### src/rtl/osc_pkg.sv
`timescale 1ns / 1ps
`default_nettype none

package osc_pkg;

	localparam int MAX_TAGS = 16;
	localparam int TAG_W = $clog2(MAX_TAGS + 2);
	localparam int IDX_W = (MAX_TAGS > 1) ? $clog2(MAX_TAGS) : 1;
	localparam int FIFO_DEPTH = 4;
	localparam int FIFO_AW = $clog2(FIFO_DEPTH);

	localparam logic [3:0] K_ADDR = 4'd0;
	localparam logic [3:0] K_INT = 4'd1;
	localparam logic [3:0] K_FLOAT = 4'd2;
	localparam logic [3:0] K_STR = 4'd3;
	localparam logic [3:0] K_BLEN = 4'd4;
	localparam logic [3:0] K_BBYTE = 4'd5;
	localparam logic [3:0] K_T = 4'd6;
	localparam logic [3:0] K_F = 4'd7;
	localparam logic [3:0] K_N = 4'd8;
	localparam logic [3:0] K_I = 4'd9;
	localparam logic [3:0] K_OK = 4'd10;
	localparam logic [3:0] K_ERR = 4'd11;

	localparam logic [3:0] E_ADDR = 4'd1;
	localparam logic [3:0] E_BUNDLE = 4'd2;
	localparam logic [3:0] E_NO_SLASH = 4'd3;
	localparam logic [3:0] E_NO_TAGS = 4'd4;
	localparam logic [3:0] E_TRUNC_I = 4'd5;
	localparam logic [3:0] E_TRUNC_F = 4'd6;
	localparam logic [3:0] E_TRUNC_S = 4'd7;
	localparam logic [3:0] E_TRUNC_B = 4'd8;
	localparam logic [3:0] E_BAD_TAG = 4'd9;
	localparam logic [3:0] E_TOO_MANY = 4'd10;

	localparam logic [7:0] CH_SLASH = 8'h2f;
	localparam logic [7:0] CH_HASH = 8'h23;
	localparam logic [7:0] CH_COMMA = 8'h2c;
	localparam logic [7:0] CH_NUL = 8'h00;

	typedef enum logic [3:0] {
		TC_I = 4'd0,
		TC_F = 4'd1,
		TC_S = 4'd2,
		TC_B = 4'd3,
		TC_TRUE = 4'd4,
		TC_FALSE = 4'd5,
		TC_NIL = 4'd6,
		TC_INF = 4'd7,
		TC_BAD = 4'd8
	} tag_cls_t;

	typedef struct packed {
		logic [7:0] packet_byte;
		logic end_of_packet;
	} in_item_t;

	typedef struct packed {
		logic [3:0] kind;
		logic [31:0] data;
		logic [3:0] arg_index;
		logic [3:0] error_code;
		logic last_of_run;
	} out_item_t;

	typedef struct packed {
		logic push;
		out_item_t item;
	} osc_wr_t;

	function automatic tag_cls_t classify(logic [7:0] b);
		tag_cls_t c;
		case (b)
			8'h69: c = TC_I;
			8'h66: c = TC_F;
			8'h73: c = TC_S;
			8'h62: c = TC_B;
			8'h54: c = TC_TRUE;
			8'h46: c = TC_FALSE;
			8'h4e: c = TC_NIL;
			8'h49: c = TC_INF;
			default: c = TC_BAD;
		endcase
		return c;
	endfunction

	function automatic logic [7:0] bundle_char(logic [2:0] i);
		logic [7:0] c;
		case (i)
			3'd0: c = 8'h23;
			3'd1: c = 8'h62;
			3'd2: c = 8'h75;
			3'd3: c = 8'h6e;
			3'd4: c = 8'h64;
			3'd5: c = 8'h6c;
			3'd6: c = 8'h65;
			default: c = 8'h00;
		endcase
		return c;
	endfunction

endpackage

`default_nettype wire

### src/rtl/osc_fifo.sv
`timescale 1ns / 1ps
`default_nettype none

module osc_fifo import osc_pkg::*; (
	input wire logic clk,
	input wire logic arst_n,
	input wire osc_wr_t wr,
	output logic full,
	output logic out_valid,
	input wire logic out_ready,
	output out_item_t out_item
);

	out_item_t mem_q [FIFO_DEPTH];
	logic [FIFO_AW-1:0] wp_q;
	logic [FIFO_AW-1:0] rp_q;
	logic [FIFO_AW:0] cnt_q;
	logic pop;

	assign full = (cnt_q == (FIFO_AW+1)'(FIFO_DEPTH));
	assign out_valid = (cnt_q != '0);
	assign out_item = mem_q[rp_q];
	assign pop = out_valid && out_ready;

	always_ff @(posedge clk) begin
		if (wr.push) begin
			mem_q[wp_q] <= wr.item;
		end
	end

	always_ff @(posedge clk or negedge arst_n) begin
		if (!arst_n) begin
			wp_q <= '0;
			rp_q <= '0;
			cnt_q <= '0;
		end else begin
			if (wr.push) begin
				wp_q <= wp_q + 1'b1;
			end
			if (pop) begin
				rp_q <= rp_q + 1'b1;
			end
			if (wr.push && !pop) begin
				cnt_q <= cnt_q + 1'b1;
			end else if (pop && !wr.push) begin
				cnt_q <= cnt_q - 1'b1;
			end
		end
	end

endmodule

`default_nettype wire

### src/rtl/osc_front.sv
`timescale 1ns / 1ps
`default_nettype none

module osc_front import osc_pkg::*; (
	input wire logic clk,
	input wire logic arst_n,
	input wire logic in_valid,
	output logic in_ready,
	input wire in_item_t in_item,
	input wire logic full,
	output osc_wr_t wr
);

	typedef enum logic [11:0] {
		PH_IDLE = 12'h001,
		PH_ADDR_SLASH = 12'h002,
		PH_ADDR_OTHER = 12'h004,
		PH_ADDR_PAD = 12'h008,
		PH_TAG_FIRST = 12'h010,
		PH_TAGS = 12'h020,
		PH_PAD = 12'h040,
		PH_WORD = 12'h080,
		PH_STR = 12'h100,
		PH_BLOB = 12'h200,
		PH_DONE = 12'h400,
		PH_ERR = 12'h800
	} phase_t;

	typedef enum logic [2:0] {
		ST_BYTE = 3'b001,
		ST_DISP = 3'b010,
		ST_EOP = 3'b100
	} ctl_t;

	phase_t ph_q, ph_n;
	ctl_t st_q, st_n;
	logic [1:0] align_q, align_n;
	logic [1:0] bc_q, bc_n;
	logic [TAG_W-1:0] tcnt_q, tcnt_n;
	logic [TAG_W-1:0] tptr_q, tptr_n;
	logic [31:0] acc_q, acc_n;
	logic [30:0] blob_q, blob_n;
	logic [2:0] bmi_q, bmi_n;
	logic bmiss_q, bmiss_n;
	logic eop_q, eop_n;

	tag_cls_t cls_q [MAX_TAGS];
	logic [MAX_TAGS-1:0] pay_q;
	logic tag_we;
	tag_cls_t tag_wcls;

	logic adv;
	logic fin;
	logic eop;
	logic [7:0] b;
	logic [TAG_W-1:0] ptr1;
	tag_cls_t cur_cls;
	logic la;
	logic [31:0] acc_sh;
	logic [30:0] blob_dec;
	logic [3:0] arg_p;
	out_item_t r;
	logic em;

	assign b = in_item.packet_byte;
	assign eop = in_item.end_of_packet;
	assign ptr1 = tptr_q + 1'b1;
	assign cur_cls = (tptr_q < tcnt_q) ? cls_q[tptr_q[IDX_W-1:0]] : TC_BAD;
	assign la = (ptr1 < tcnt_q) && pay_q[ptr1[IDX_W-1:0]];
	assign acc_sh = {acc_q[23:0], b};
	assign blob_dec = blob_q - 1'b1;
	assign arg_p = 4'(tptr_q);
	assign in_ready = (st_q == ST_BYTE) && !full;
	assign adv = !full && ((st_q != ST_BYTE) || in_valid);
	assign tag_wcls = (b[7]) ? TC_BAD : classify(b);

	assign wr.push = em && adv;
	assign wr.item = r;

	function automatic phase_t enter_ph(logic [1:0] al, tag_cls_t c);
		phase_t p;
		if (al != 2'd0) begin
			p = PH_PAD;
		end else if (c == TC_S) begin
			p = PH_STR;
		end else begin
			p = PH_WORD;
		end
		return p;
	endfunction

	always_comb begin
		ph_n = ph_q;
		st_n = st_q;
		align_n = align_q;
		bc_n = bc_q;
		tcnt_n = tcnt_q;
		tptr_n = tptr_q;
		acc_n = acc_q;
		blob_n = blob_q;
		bmi_n = bmi_q;
		bmiss_n = bmiss_q;
		eop_n = eop_q;
		tag_we = 1'b0;
		em = 1'b0;
		r = '0;
		fin = 1'b1;
		case (st_q)
			ST_BYTE: begin
				align_n = align_q + 1'b1;
				eop_n = eop;
				case (ph_q)
					PH_IDLE: begin
						if (b == CH_SLASH) begin
							em = 1'b1;
							r.kind = K_ADDR;
							r.data = {24'd0, b};
							r.last_of_run = !eop;
							ph_n = PH_ADDR_SLASH;
						end else if (b == CH_NUL) begin
							em = 1'b1;
							r.kind = K_ERR;
							r.error_code = E_NO_SLASH;
							r.last_of_run = 1'b1;
							ph_n = PH_ERR;
						end else begin
							ph_n = PH_ADDR_OTHER;
							bmiss_n = (b != CH_HASH);
							bmi_n = (b != CH_HASH) ? 3'd0 : 3'd1;
						end
					end
					PH_ADDR_SLASH: begin
						if (b == CH_NUL) begin
							ph_n = (align_n == 2'd0) ? PH_TAG_FIRST : PH_ADDR_PAD;
						end else begin
							em = 1'b1;
							r.kind = K_ADDR;
							r.data = {24'd0, b};
							r.last_of_run = !eop;
						end
					end
					PH_ADDR_OTHER: begin
						if (b == CH_NUL) begin
							em = 1'b1;
							r.kind = K_ERR;
							r.error_code = (!bmiss_q && bmi_q == 3'd7) ? E_BUNDLE : E_NO_SLASH;
							r.last_of_run = 1'b1;
							ph_n = PH_ERR;
						end else if (!bmiss_q && bmi_q != 3'd7 && b == bundle_char(bmi_q)) begin
							bmi_n = bmi_q + 1'b1;
						end else begin
							bmiss_n = 1'b1;
						end
					end
					PH_ADDR_PAD: begin
						if (align_n == 2'd0) begin
							ph_n = PH_TAG_FIRST;
						end
					end
					PH_TAG_FIRST: begin
						if (b == CH_COMMA) begin
							ph_n = PH_TAGS;
						end else begin
							em = 1'b1;
							r.kind = K_ERR;
							r.error_code = E_NO_TAGS;
							r.last_of_run = 1'b1;
							ph_n = PH_ERR;
						end
					end
					PH_TAGS: begin
						if (b == CH_NUL) begin
							tptr_n = '0;
							fin = 1'b0;
						end else if (tcnt_q >= TAG_W'(MAX_TAGS)) begin
							em = 1'b1;
							r.kind = K_ERR;
							r.error_code = E_TOO_MANY;
							r.last_of_run = 1'b1;
							ph_n = PH_ERR;
						end else begin
							tag_we = 1'b1;
							tcnt_n = tcnt_q + 1'b1;
						end
					end
					PH_PAD: begin
						if (align_n == 2'd0) begin
							ph_n = enter_ph(2'd0, cur_cls);
							bc_n = 2'd0;
							acc_n = '0;
						end
					end
					PH_WORD: begin
						acc_n = acc_sh;
						bc_n = bc_q + 1'b1;
						if (bc_q == 2'd3) begin
							em = 1'b1;
							r.arg_index = arg_p;
							r.data = acc_sh;
							if (cur_cls == TC_B) begin
								if (acc_sh[31]) begin
									r.kind = K_ERR;
									r.data = '0;
									r.error_code = E_TRUNC_B;
									r.last_of_run = 1'b1;
									ph_n = PH_ERR;
								end else begin
									r.kind = K_BLEN;
									blob_n = acc_sh[30:0];
									if (acc_sh[30:0] == '0) begin
										tptr_n = ptr1;
										fin = 1'b0;
										r.last_of_run = la && !eop;
									end else begin
										ph_n = PH_BLOB;
										r.last_of_run = !eop;
									end
								end
							end else begin
								r.kind = (cur_cls == TC_I) ? K_INT : K_FLOAT;
								tptr_n = ptr1;
								fin = 1'b0;
								r.last_of_run = la && !eop;
							end
						end
					end
					PH_STR: begin
						if (b == CH_NUL) begin
							tptr_n = ptr1;
							fin = 1'b0;
						end else begin
							em = 1'b1;
							r.kind = K_STR;
							r.data = {24'd0, b};
							r.arg_index = arg_p;
							r.last_of_run = !eop;
						end
					end
					PH_BLOB: begin
						em = 1'b1;
						r.kind = K_BBYTE;
						r.data = {24'd0, b};
						r.arg_index = arg_p;
						blob_n = blob_dec;
						if (blob_dec == '0) begin
							tptr_n = ptr1;
							fin = 1'b0;
							r.last_of_run = la && !eop;
						end else begin
							r.last_of_run = !eop;
						end
					end
					default: begin
					end
				endcase
				if (fin) begin
					st_n = eop ? ST_EOP : ST_BYTE;
				end else begin
					st_n = ST_DISP;
				end
			end
			ST_DISP: begin
				if (tptr_q >= tcnt_q) begin
					em = 1'b1;
					r.kind = K_OK;
					r.last_of_run = 1'b1;
					ph_n = PH_DONE;
				end else begin
					case (cur_cls)
						TC_TRUE, TC_FALSE, TC_NIL, TC_INF: begin
							em = 1'b1;
							case (cur_cls)
								TC_TRUE: r.kind = K_T;
								TC_FALSE: r.kind = K_F;
								TC_NIL: r.kind = K_N;
								default: r.kind = K_I;
							endcase
							r.arg_index = arg_p;
							r.last_of_run = la && !eop_q;
							tptr_n = ptr1;
							fin = 1'b0;
						end
						TC_I, TC_F, TC_S, TC_B: begin
							ph_n = enter_ph(align_q, cur_cls);
							bc_n = 2'd0;
							acc_n = '0;
						end
						default: begin
							em = 1'b1;
							r.kind = K_ERR;
							r.error_code = E_BAD_TAG;
							r.arg_index = arg_p;
							r.last_of_run = 1'b1;
							ph_n = PH_ERR;
						end
					endcase
				end
				if (fin) begin
					st_n = eop_q ? ST_EOP : ST_BYTE;
				end
			end
			ST_EOP: begin
				r.kind = K_ERR;
				r.last_of_run = 1'b1;
				case (ph_q)
					PH_ADDR_PAD, PH_TAG_FIRST, PH_TAGS: begin
						em = 1'b1;
						r.error_code = E_NO_TAGS;
					end
					PH_PAD, PH_WORD, PH_STR, PH_BLOB: begin
						em = 1'b1;
						r.arg_index = arg_p;
						case (cur_cls)
							TC_I: r.error_code = E_TRUNC_I;
							TC_F: r.error_code = E_TRUNC_F;
							TC_S: r.error_code = E_TRUNC_S;
							default: r.error_code = E_TRUNC_B;
						endcase
					end
					PH_DONE, PH_ERR: begin
						em = 1'b0;
					end
					default: begin
						em = 1'b1;
						r.error_code = E_ADDR;
					end
				endcase
				ph_n = PH_IDLE;
				align_n = '0;
				bc_n = '0;
				tcnt_n = '0;
				tptr_n = '0;
				acc_n = '0;
				blob_n = '0;
				bmi_n = '0;
				bmiss_n = 1'b0;
				eop_n = 1'b0;
				st_n = ST_BYTE;
			end
			default: begin
				st_n = ST_BYTE;
			end
		endcase
	end

	always_ff @(posedge clk) begin
		if (adv && tag_we) begin
			cls_q[tcnt_q[IDX_W-1:0]] <= tag_wcls;
			pay_q[tcnt_q[IDX_W-1:0]] <= (tag_wcls == TC_I) || (tag_wcls == TC_F) ||
				(tag_wcls == TC_S) || (tag_wcls == TC_B);
		end
	end

	always_ff @(posedge clk or negedge arst_n) begin
		if (!arst_n) begin
			ph_q <= PH_IDLE;
			st_q <= ST_BYTE;
			align_q <= '0;
			bc_q <= '0;
			tcnt_q <= '0;
			tptr_q <= '0;
			acc_q <= '0;
			blob_q <= '0;
			bmi_q <= '0;
			bmiss_q <= 1'b0;
			eop_q <= 1'b0;
		end else if (adv) begin
			ph_q <= ph_n;
			st_q <= st_n;
			align_q <= align_n;
			bc_q <= bc_n;
			tcnt_q <= tcnt_n;
			tptr_q <= tptr_n;
			acc_q <= acc_n;
			blob_q <= blob_n;
			bmi_q <= bmi_n;
			bmiss_q <= bmiss_n;
			eop_q <= eop_n;
		end
	end

endmodule

`default_nettype wire

### src/rtl/osc_message_parser.sv
// osc message parser
// in channel: one packet byte per request (in_item.packet_byte) with
// in_item.end_of_packet set on the packet's last byte; in_valid/in_ready.
// out channel: result requests (kind, data, arg_index, error_code,
// last_of_run) on out_valid/out_ready; last_of_run marks the final result
// caused by one input byte.
// throughput: one byte per cycle for address, tag and payload bytes while the
// result queue has room. in_ready is low while the tag dispatch sequencer
// handles each T/F/N/I tag, after the tag string ends and after each completed
// argument, and while every packet is closed.
// a result is on out right after the edge that takes its byte if the queue is
// empty; dispatch results follow one per cycle while the queue has room.
// a four-entry result queue sits between the parser and the out port, so
// the parser keeps taking bytes while the receiver stalls; in_ready also
// drops whenever that queue is full.
// reset: arst_n returns the parser to waiting for an address and empties
// the queue; the tag store holds no reset value and needs none.
`timescale 1ns / 1ps
`default_nettype none

module osc_message_parser import osc_pkg::*; (
	input wire logic clk,
	input wire logic arst_n,
	input wire logic in_valid,
	output logic in_ready,
	input wire in_item_t in_item,
	output logic out_valid,
	input wire logic out_ready,
	output out_item_t out_item
);

	osc_wr_t wr;
	logic full;

	osc_front u_front (
		.clk(clk),
		.arst_n(arst_n),
		.in_valid(in_valid),
		.in_ready(in_ready),
		.in_item(in_item),
		.full(full),
		.wr(wr)
	);

	osc_fifo u_fifo (
		.clk(clk),
		.arst_n(arst_n),
		.wr(wr),
		.full(full),
		.out_valid(out_valid),
		.out_ready(out_ready),
		.out_item(out_item)
	);

endmodule

`default_nettype wire
### config.mk
export PLATFORM = sky130hd
export DESIGN_NAME = osc_message_parser
export DESIGN_NICKNAME = d
export VERILOG_FILES = /design/src/rtl/osc_pkg.sv /design/src/rtl/osc_fifo.sv /design/src/rtl/osc_front.sv /design/src/rtl/osc_message_parser.sv
export SDC_FILE = /design/constraint.sdc
export NUM_CORES = 1
export LEC_CHECK = 0
export BUFFER_PORTS_ARGS = -buffer_cell sky130_fd_sc_hd__buf_2
export CAP_MARGIN = 30
export CORE_MARGIN = 2
export CORE_UTILIZATION = 55
export CTS_BUF_LIST = sky130_fd_sc_hd__clkbuf_4 sky130_fd_sc_hd__clkbuf_8
export CTS_CLUSTER_DIAMETER = 200
export CTS_CLUSTER_SIZE = 24
export DETAILED_ROUTE_END_ITERATION = 10
export HOLD_SLACK_MARGIN = 0.15
export PLACE_DENSITY = 0.83
export SYNTH_ARGS = -nofsm -noshare
export SYNTH_HDL_FRONTEND = slang
export SYNTH_SLANG_ARGS = --single-unit
export TNS_END_PERCENT = 50
### constraint.sdc
create_clock -name clk -period 5.68 [get_ports clk]
set_input_delay 0.568 -clock clk [delete_from_list [all_inputs] [get_ports clk]]
set_output_delay 0.568 -clock clk [all_outputs]
set_load 0.05 [all_outputs]
# [Word-level counts from Yosys, hierarchy flattened]
# Memories as Yosys holds them, arrays and structs flattened.
# Cells that the tools add are included.
[word_totals] register_bits=112 ramBits=244 inputBits=13 out_inout_bits=47 wordCells=330 n_memories=2
[mem_list] memory="u_fifo.mem_q" depth=4 width=45 read_ports=1 rd_ports_with_merged_regs=0 wr=1 line_no="osc_fifo.sv:14" text="out_item_t mem_q [FIFO_DEPTH];"
[mem_list] memory="u_front.cls_q" depth=16 width=4 read_ports=1 rd_ports_with_merged_regs=0 wr=1 line_no="osc_front.sv:47" text="tag_cls_t cls_q [MAX_TAGS];"
[classes] addsub=10 n_lt_le_gt_ge=7 eq_ne=81 mux=162 reduce_logical=53
[op_table] cell="12-bit two-way mux" n=14
[op_table] cell="32-bit one-hot mux with 5 select lines" n=1
[op_table] cell="31-bit two-way mux" n=4
[op_table] cell="31-bit one-hot mux with 2 select lines" n=2
[op_table] cell="12-bit one-hot mux with 8 select lines" n=1
[op_table] cell="5-bit two-way mux" n=16
[op_table] cell="24-bit two-way mux" n=3
[op_table] cell="24-bit one-hot mux with 3 select lines" n=1
[op_table] cell="4-bit two-way mux" n=17
[op_table] cell="8-bit by 7-bit == test with 1-bit output (second input constant)" n=8
[op_table] cell="32-bit two-way mux" n=2
[op_table] cell="4-bit one-hot mux with 8 select lines" n=2
[op_table] cell="3-bit != test (second input constant)" n=21
[op_table] cell="31-bit logical NOT" n=2
[op_table] cell="4-bit one-hot mux with 3 select lines" n=5
[op_table] cell="7-bit one-hot mux with 7 select lines" n=1
[op_table] cell="8-bit two-way mux" n=6
[op_table] cell="24-bit one-hot mux with 2 select lines" n=1
[op_table] cell="45-bit two-way mux" n=1
[op_table] cell="1-bit two-way mux" n=42
[op_table] cell="38-bit two-way mux" n=1
[op_table] cell="12-bit one-hot mux with 3 select lines" n=1
[op_table] cell="3-bit two-way mux" n=11
[op_table] cell="31-bit by 1-bit subtractor with 31-bit output (second input constant)" n=1
[op_table] cell="other kinds (76)" n=149

# [Longest topological paths before layout]
[depth] ltp_word=12 mapped_depth=17 mapped_depth_nobuf=14

# [By module]
# Synthesis repeated with hierarchy kept, for this count alone.
[hier_totals] cells_unflattened=1362 hier_area_um2=17061.4
[by_module_without_submodules] mod="osc_front" n_inst=1 cells_each=1093 area_per_inst_um2=10151.0 seq_area_each_um2=4631.9
[by_module_without_submodules] mod="osc_fifo" n_inst=1 cells_each=269 area_per_inst_um2=6910.4 seq_area_each_um2=5580.4

# [Least setup slack after synthesis]
# Ideal clock, no wire load.
[synth_path] kind="reg-to-reg" startpoint="register u_front.ph_q[6]" endpoint="memory u_fifo.mem_q[0][0] in the netlist's numbering (enable)" setup_time_ns=0.407 arrival_time_ns=3.767 setup_slack_ns=1.506 stages_incl_launch_ff=10 n_path_buf=1 period_less_slack_ns=4.174 path_cell_list="dfrtp_1 > clkbuf_1 > nor4_1 > nand4_1 > o21ai_0 > o21a_1 > a21oi_1 > a21o_1 > a31oi_2 > and2_1"
[synth_rtl] element="from (decl)" line_no="osc_front.sv:35" text="phase_t ph_q, ph_n;"
[synth_rtl] element="from (signal assigned)" line_no="osc_front.sv:368" text="ph_q <= ph_n;"
[synth_rtl] element="to (decl)" line_no="osc_fifo.sv:14"

==> results.sh <==
export IMPL_whs_endpoint="u_front.st_q[0]"
export IMPL_cts_resized=0
export IMPL_yosysWarnings=0
export IMPL_vias_per_cell=6.44
export IMPL_syn_avg_cell_area_sq_um=12.6
export IMPL_worstSkewPairLatency_ps=580
export IMPL_htree_levels=1
export IMPL_worst_ep_required_time_ps=5950
export IMPL_wire_per_inst_um=22.3
export IMPL_cts_buffers_inserted=18
export IMPL_outcome="completed"
export IMPL_routed_top_layer="met4"
export IMPL_hold_violations=0
export IMPL_syn_area_sq_um=17200
export IMPL_maxSlewHeadroom_pct=29.8
export IMPL_routed_wl_mm=40.3
export IMPL_combPwrFrac_pct=37.0
export IMPL_postPlaceCellArea_sq_um=17900
export IMPL_final_nets=1444
export IMPL_antenna_left=0
export IMPL_timing_final_crit_period_ps=4690
export IMPL_cp_slowest_stage_delay_ps=800
export IMPL_io_pins=60
export IMPL_worstMarginPinSlew_ps=1040
export IMPL_grt_pass1_vias=11013
export IMPL_met3_wirelength_mm=3.51
export IMPL_dr_pass1_iters=6
export IMPL_gp_congestion=0.946
export IMPL_netlist_area_leader_share_pct=45.5
export IMPL_die_area_sq_um=32700
export IMPL_start_util_pct=56.0
export IMPL_crit_cells=9
export IMPL_r2r_end="u_fifo.mem_q[0][27]"
export IMPL_finalClockSkew_ps=34.3
export IMPL_regArea_sq_um=10200
export IMPL_fin_crit_sh_pct=82.6
export IMPL_syn_to_final_growth_pct=6.62
export IMPL_root_buffer="clkbuf_8"
export IMPL_drv_cap=0
export IMPL_clockPowerShare_pct=17.0
export IMPL_path_class="reg2reg"
export IMPL_cp_buffers_inverters=1
export IMPL_multiInputGateArea_sq_um=6560
export IMPL_rrSetupSlack_ps=990
export IMPL_cts_path_max_buffers=3
export IMPL_path_cells="nor4_1, nand4_1, o21ai_0, o21a_1, a21oi_1, a21o_1, a31oi_2, and2_2, buf_4"
export IMPL_synth_nets=1408
export IMPL_power_density_nw_per_um2=375
export IMPL_n_fill_cell=2325
export IMPL_die_w_um=181
export IMPL_vias=11622
export IMPL_rows=64
export IMPL_grt_max_degree=64
export IMPL_sw_frac_of_total_pct=38.6
export IMPL_drc=0
export IMPL_worstPathMaxFanout=24
export IMPL_min_path_type="in2reg"
export IMPL_r2r_start="u_front.ph_q[6]"
export IMPL_crit_family="simple AND/OR/NAND/NOR gates"
export IMPL_synth_cell_types=75
export IMPL_antenna_found_initial=0
export IMPL_p_sw_mw=2.65
export IMPL_internal_power_mw=4.22
export IMPL_ir_drop_v=0.000218
export IMPL_wl_met1_mm=17.9
export IMPL_layout_common_cells="edfxtp_1, nor2_1, nand2_1"
export IMPL_synthArstFlopShare_pct=27.0
export IMPL_slowest_stage="nor4_1"
export IMPL_timing_setup_tns_ps=0
export IMPL_synth_area_leaders="edfxtp_1, dfrtp_1, mux4_2"
export IMPL_post_route_util_pct=59.7
export IMPL_worstHoldStart="in_item[0]"
export IMPL_grtUsageTotal_pct=24.6
export IMPL_cts_sinks=356
export IMPL_drive_gt1_share_pct=16.5
export IMPL_drt_iter0_drc=1400
export IMPL_die_h_um=181
export IMPL_p_leak_nw=6.66
export IMPL_ys_ff_latch=356
export IMPL_finalSetupViolCount=0
export IMPL_start_kind="flip-flop"
export IMPL_end_kind="flip-flop"
export IMPL_clk_pin_slew_worst_paths_ps=130
export IMPL_ys_flop_type="edfxtp_1"
export IMPL_seq_area_frac_synth_pct=59.5
export IMPL_port_buffer_count=59
export IMPL_synth_edf_count=260
export IMPL_clock_fmax_ghz=0.213
export IMPL_route_met2_wl_mm=18.1
export IMPL_grt_overflow_total=0
export IMPL_min_path_cells=2
export IMPL_core_sq_um=30700
export IMPL_synth_top_cell_by_area="edfxtp_1"
export IMPL_fin_area_sq_um=18300
export IMPL_rsz0062_at_grt="false"
export IMPL_syn_inst=1363
export IMPL_grt_pass1_wl_mm=63.3
export IMPL_worstPathArrival_ps=4960
export IMPL_reg2reg_depth=9
export IMPL_hpwl_mm=28.8
export IMPL_num_antenna_cells=0
export IMPL_p_seq_share_pct=46.0
export IMPL_mostFrequentLayoutCell="edfxtp_1"
export IMPL_cts_tree="yes"
export IMPL_drv_slew=0
[worst reg2reg max path, stage by stage (launching register included)]
cell and delay (ps):
dfrtp_1 500, nor4_1 800, nand4_1 490, o21ai_0 690, o21a_1 270, a21oi_1 80
a21o_1 190, a31oi_2 380, and2_2 650, buf_4 350
[flip-flops by register name, summed over array words and instances, names as in the netlist]
register	flops
u_fifo.cnt_q	3
u_fifo.mem_q	180
u_fifo.rp_q	2
u_fifo.wp_q	2
u_front.acc_q	24
u_front.align_q	2
u_front.bc_q	2
u_front.blob_q	31
u_front.bmi_q	3
u_front.bmiss_q	1
u_front.cls_q	64
u_front.eop_q	1
u_front.pay_q	16
u_front.ph_q	12
u_front.st_q	3
u_front.tcnt_q	5
u_front.tptr_q	5
[worst max-delay path by stage]
stage	from	endpoint	slack [ps]
global route	u_front.ph_q[6]	u_fifo.mem_q[0][27]	800
CTS	u_front.ph_q[7]	u_fifo.mem_q[0][12]	1130
global placement	u_front.ph_q[7]	u_fifo.mem_q[0][41]	1390
detailed placement	u_front.ph_q[6]	u_fifo.mem_q[0][9]	1160
finish	u_front.ph_q[6]	u_fifo.mem_q[0][27]	990
floorplan	u_front.ph_q[6]	u_fifo.mem_q[0][0]	1510
[metrics by stage]
stage,hold WS [ps],power (mW),worst slack (ps),instances
floorplan,272,5.12,1510,1363
global placement,472,5.66,1390,1771
detailed placement,484,5.73,1160,1773
CTS,271,6.87,1130,1805
global route,287,7.17,804,1806
finish,290,6.87,986,1806
[cells by family (layout without fill, tap and decap cells)]
kind of cell / Yosys count / after routing / share of synthesized area, %
xor+xnor: 21 / 21 / 1.07
mux: 99 / 99 / 10.5
flops: 356 / 356 / 59.5
fa+ha+maj: 32 / 32 / 2.38
simple gates: 487 / 487 / 14.6
compound gates: 263 / 263 / 9.49
buf+inv: 105 / 152 / 2.46
[cell type report]
class / instances / share of cell area [%]
Sequential cell: 356 / 55.8
Multi-Input combinational cell: 902 / 35.8
Timing Repair Buffer: 87 / 2.92
Tap cell: 396 / 2.71
Clock buffer: 30 / 1.88
Inverter: 34 / 0.697
Clock inverter: 1 / 0.164
[metal layers]
layer	track usage, %	vias to the layer above
li1	-	5247
met5	0	-
met2	37.0	541
met3	4.05	59
met4	5.61	0
met1	38.1	5775
[power groups by stage]
stage               Sequential [mW]  Combinational (mW)  Clock [mW]
floorplan                      3.06                2.06           0
global placement               3.24                2.42           0
detailed placement             3.22                2.52           0
CTS                            3.16                2.52        1.19
global route                   3.19                2.71        1.27
finish                         3.16                2.54        1.17
[cell usage after synthesis (6+ instances only)]
master,n
edfxtp_1,260
o2bb2ai_1,11
or3_1,12
and3_1,8
xnor2_1,15
nor4_1,27
a22oi_1,9
or4_1,10
nor2b_1,16
or2_2,13
clkbuf_1,57
nor2_1,112
a21o_1,6
mux2_2,12
nor4b_1,6
o21ai_0,103
mux4_2,61
nand4_1,25
a31oi_1,7
a211oi_1,7
nand3_1,25
mux2i_1,19
buf_1,8
o22ai_1,9
a21oi_1,53
ha_1,31
o211ai_1,8
xor2_1,6
o21a_1,9
dfrtp_1,94
and2_1,39
nor3_1,48
inv_1,34
nand2_1,110
nand2b_1,10
o31ai_1,6
mux2_4,7
nor3b_1,8
[repair_timing]
item                                   4_1_cts  5_1_grt
setup buffers                                0        0
hold buffers                                 1        0
endpoints found under the hold margin       33        0
(Power assumes the default switching activity.)
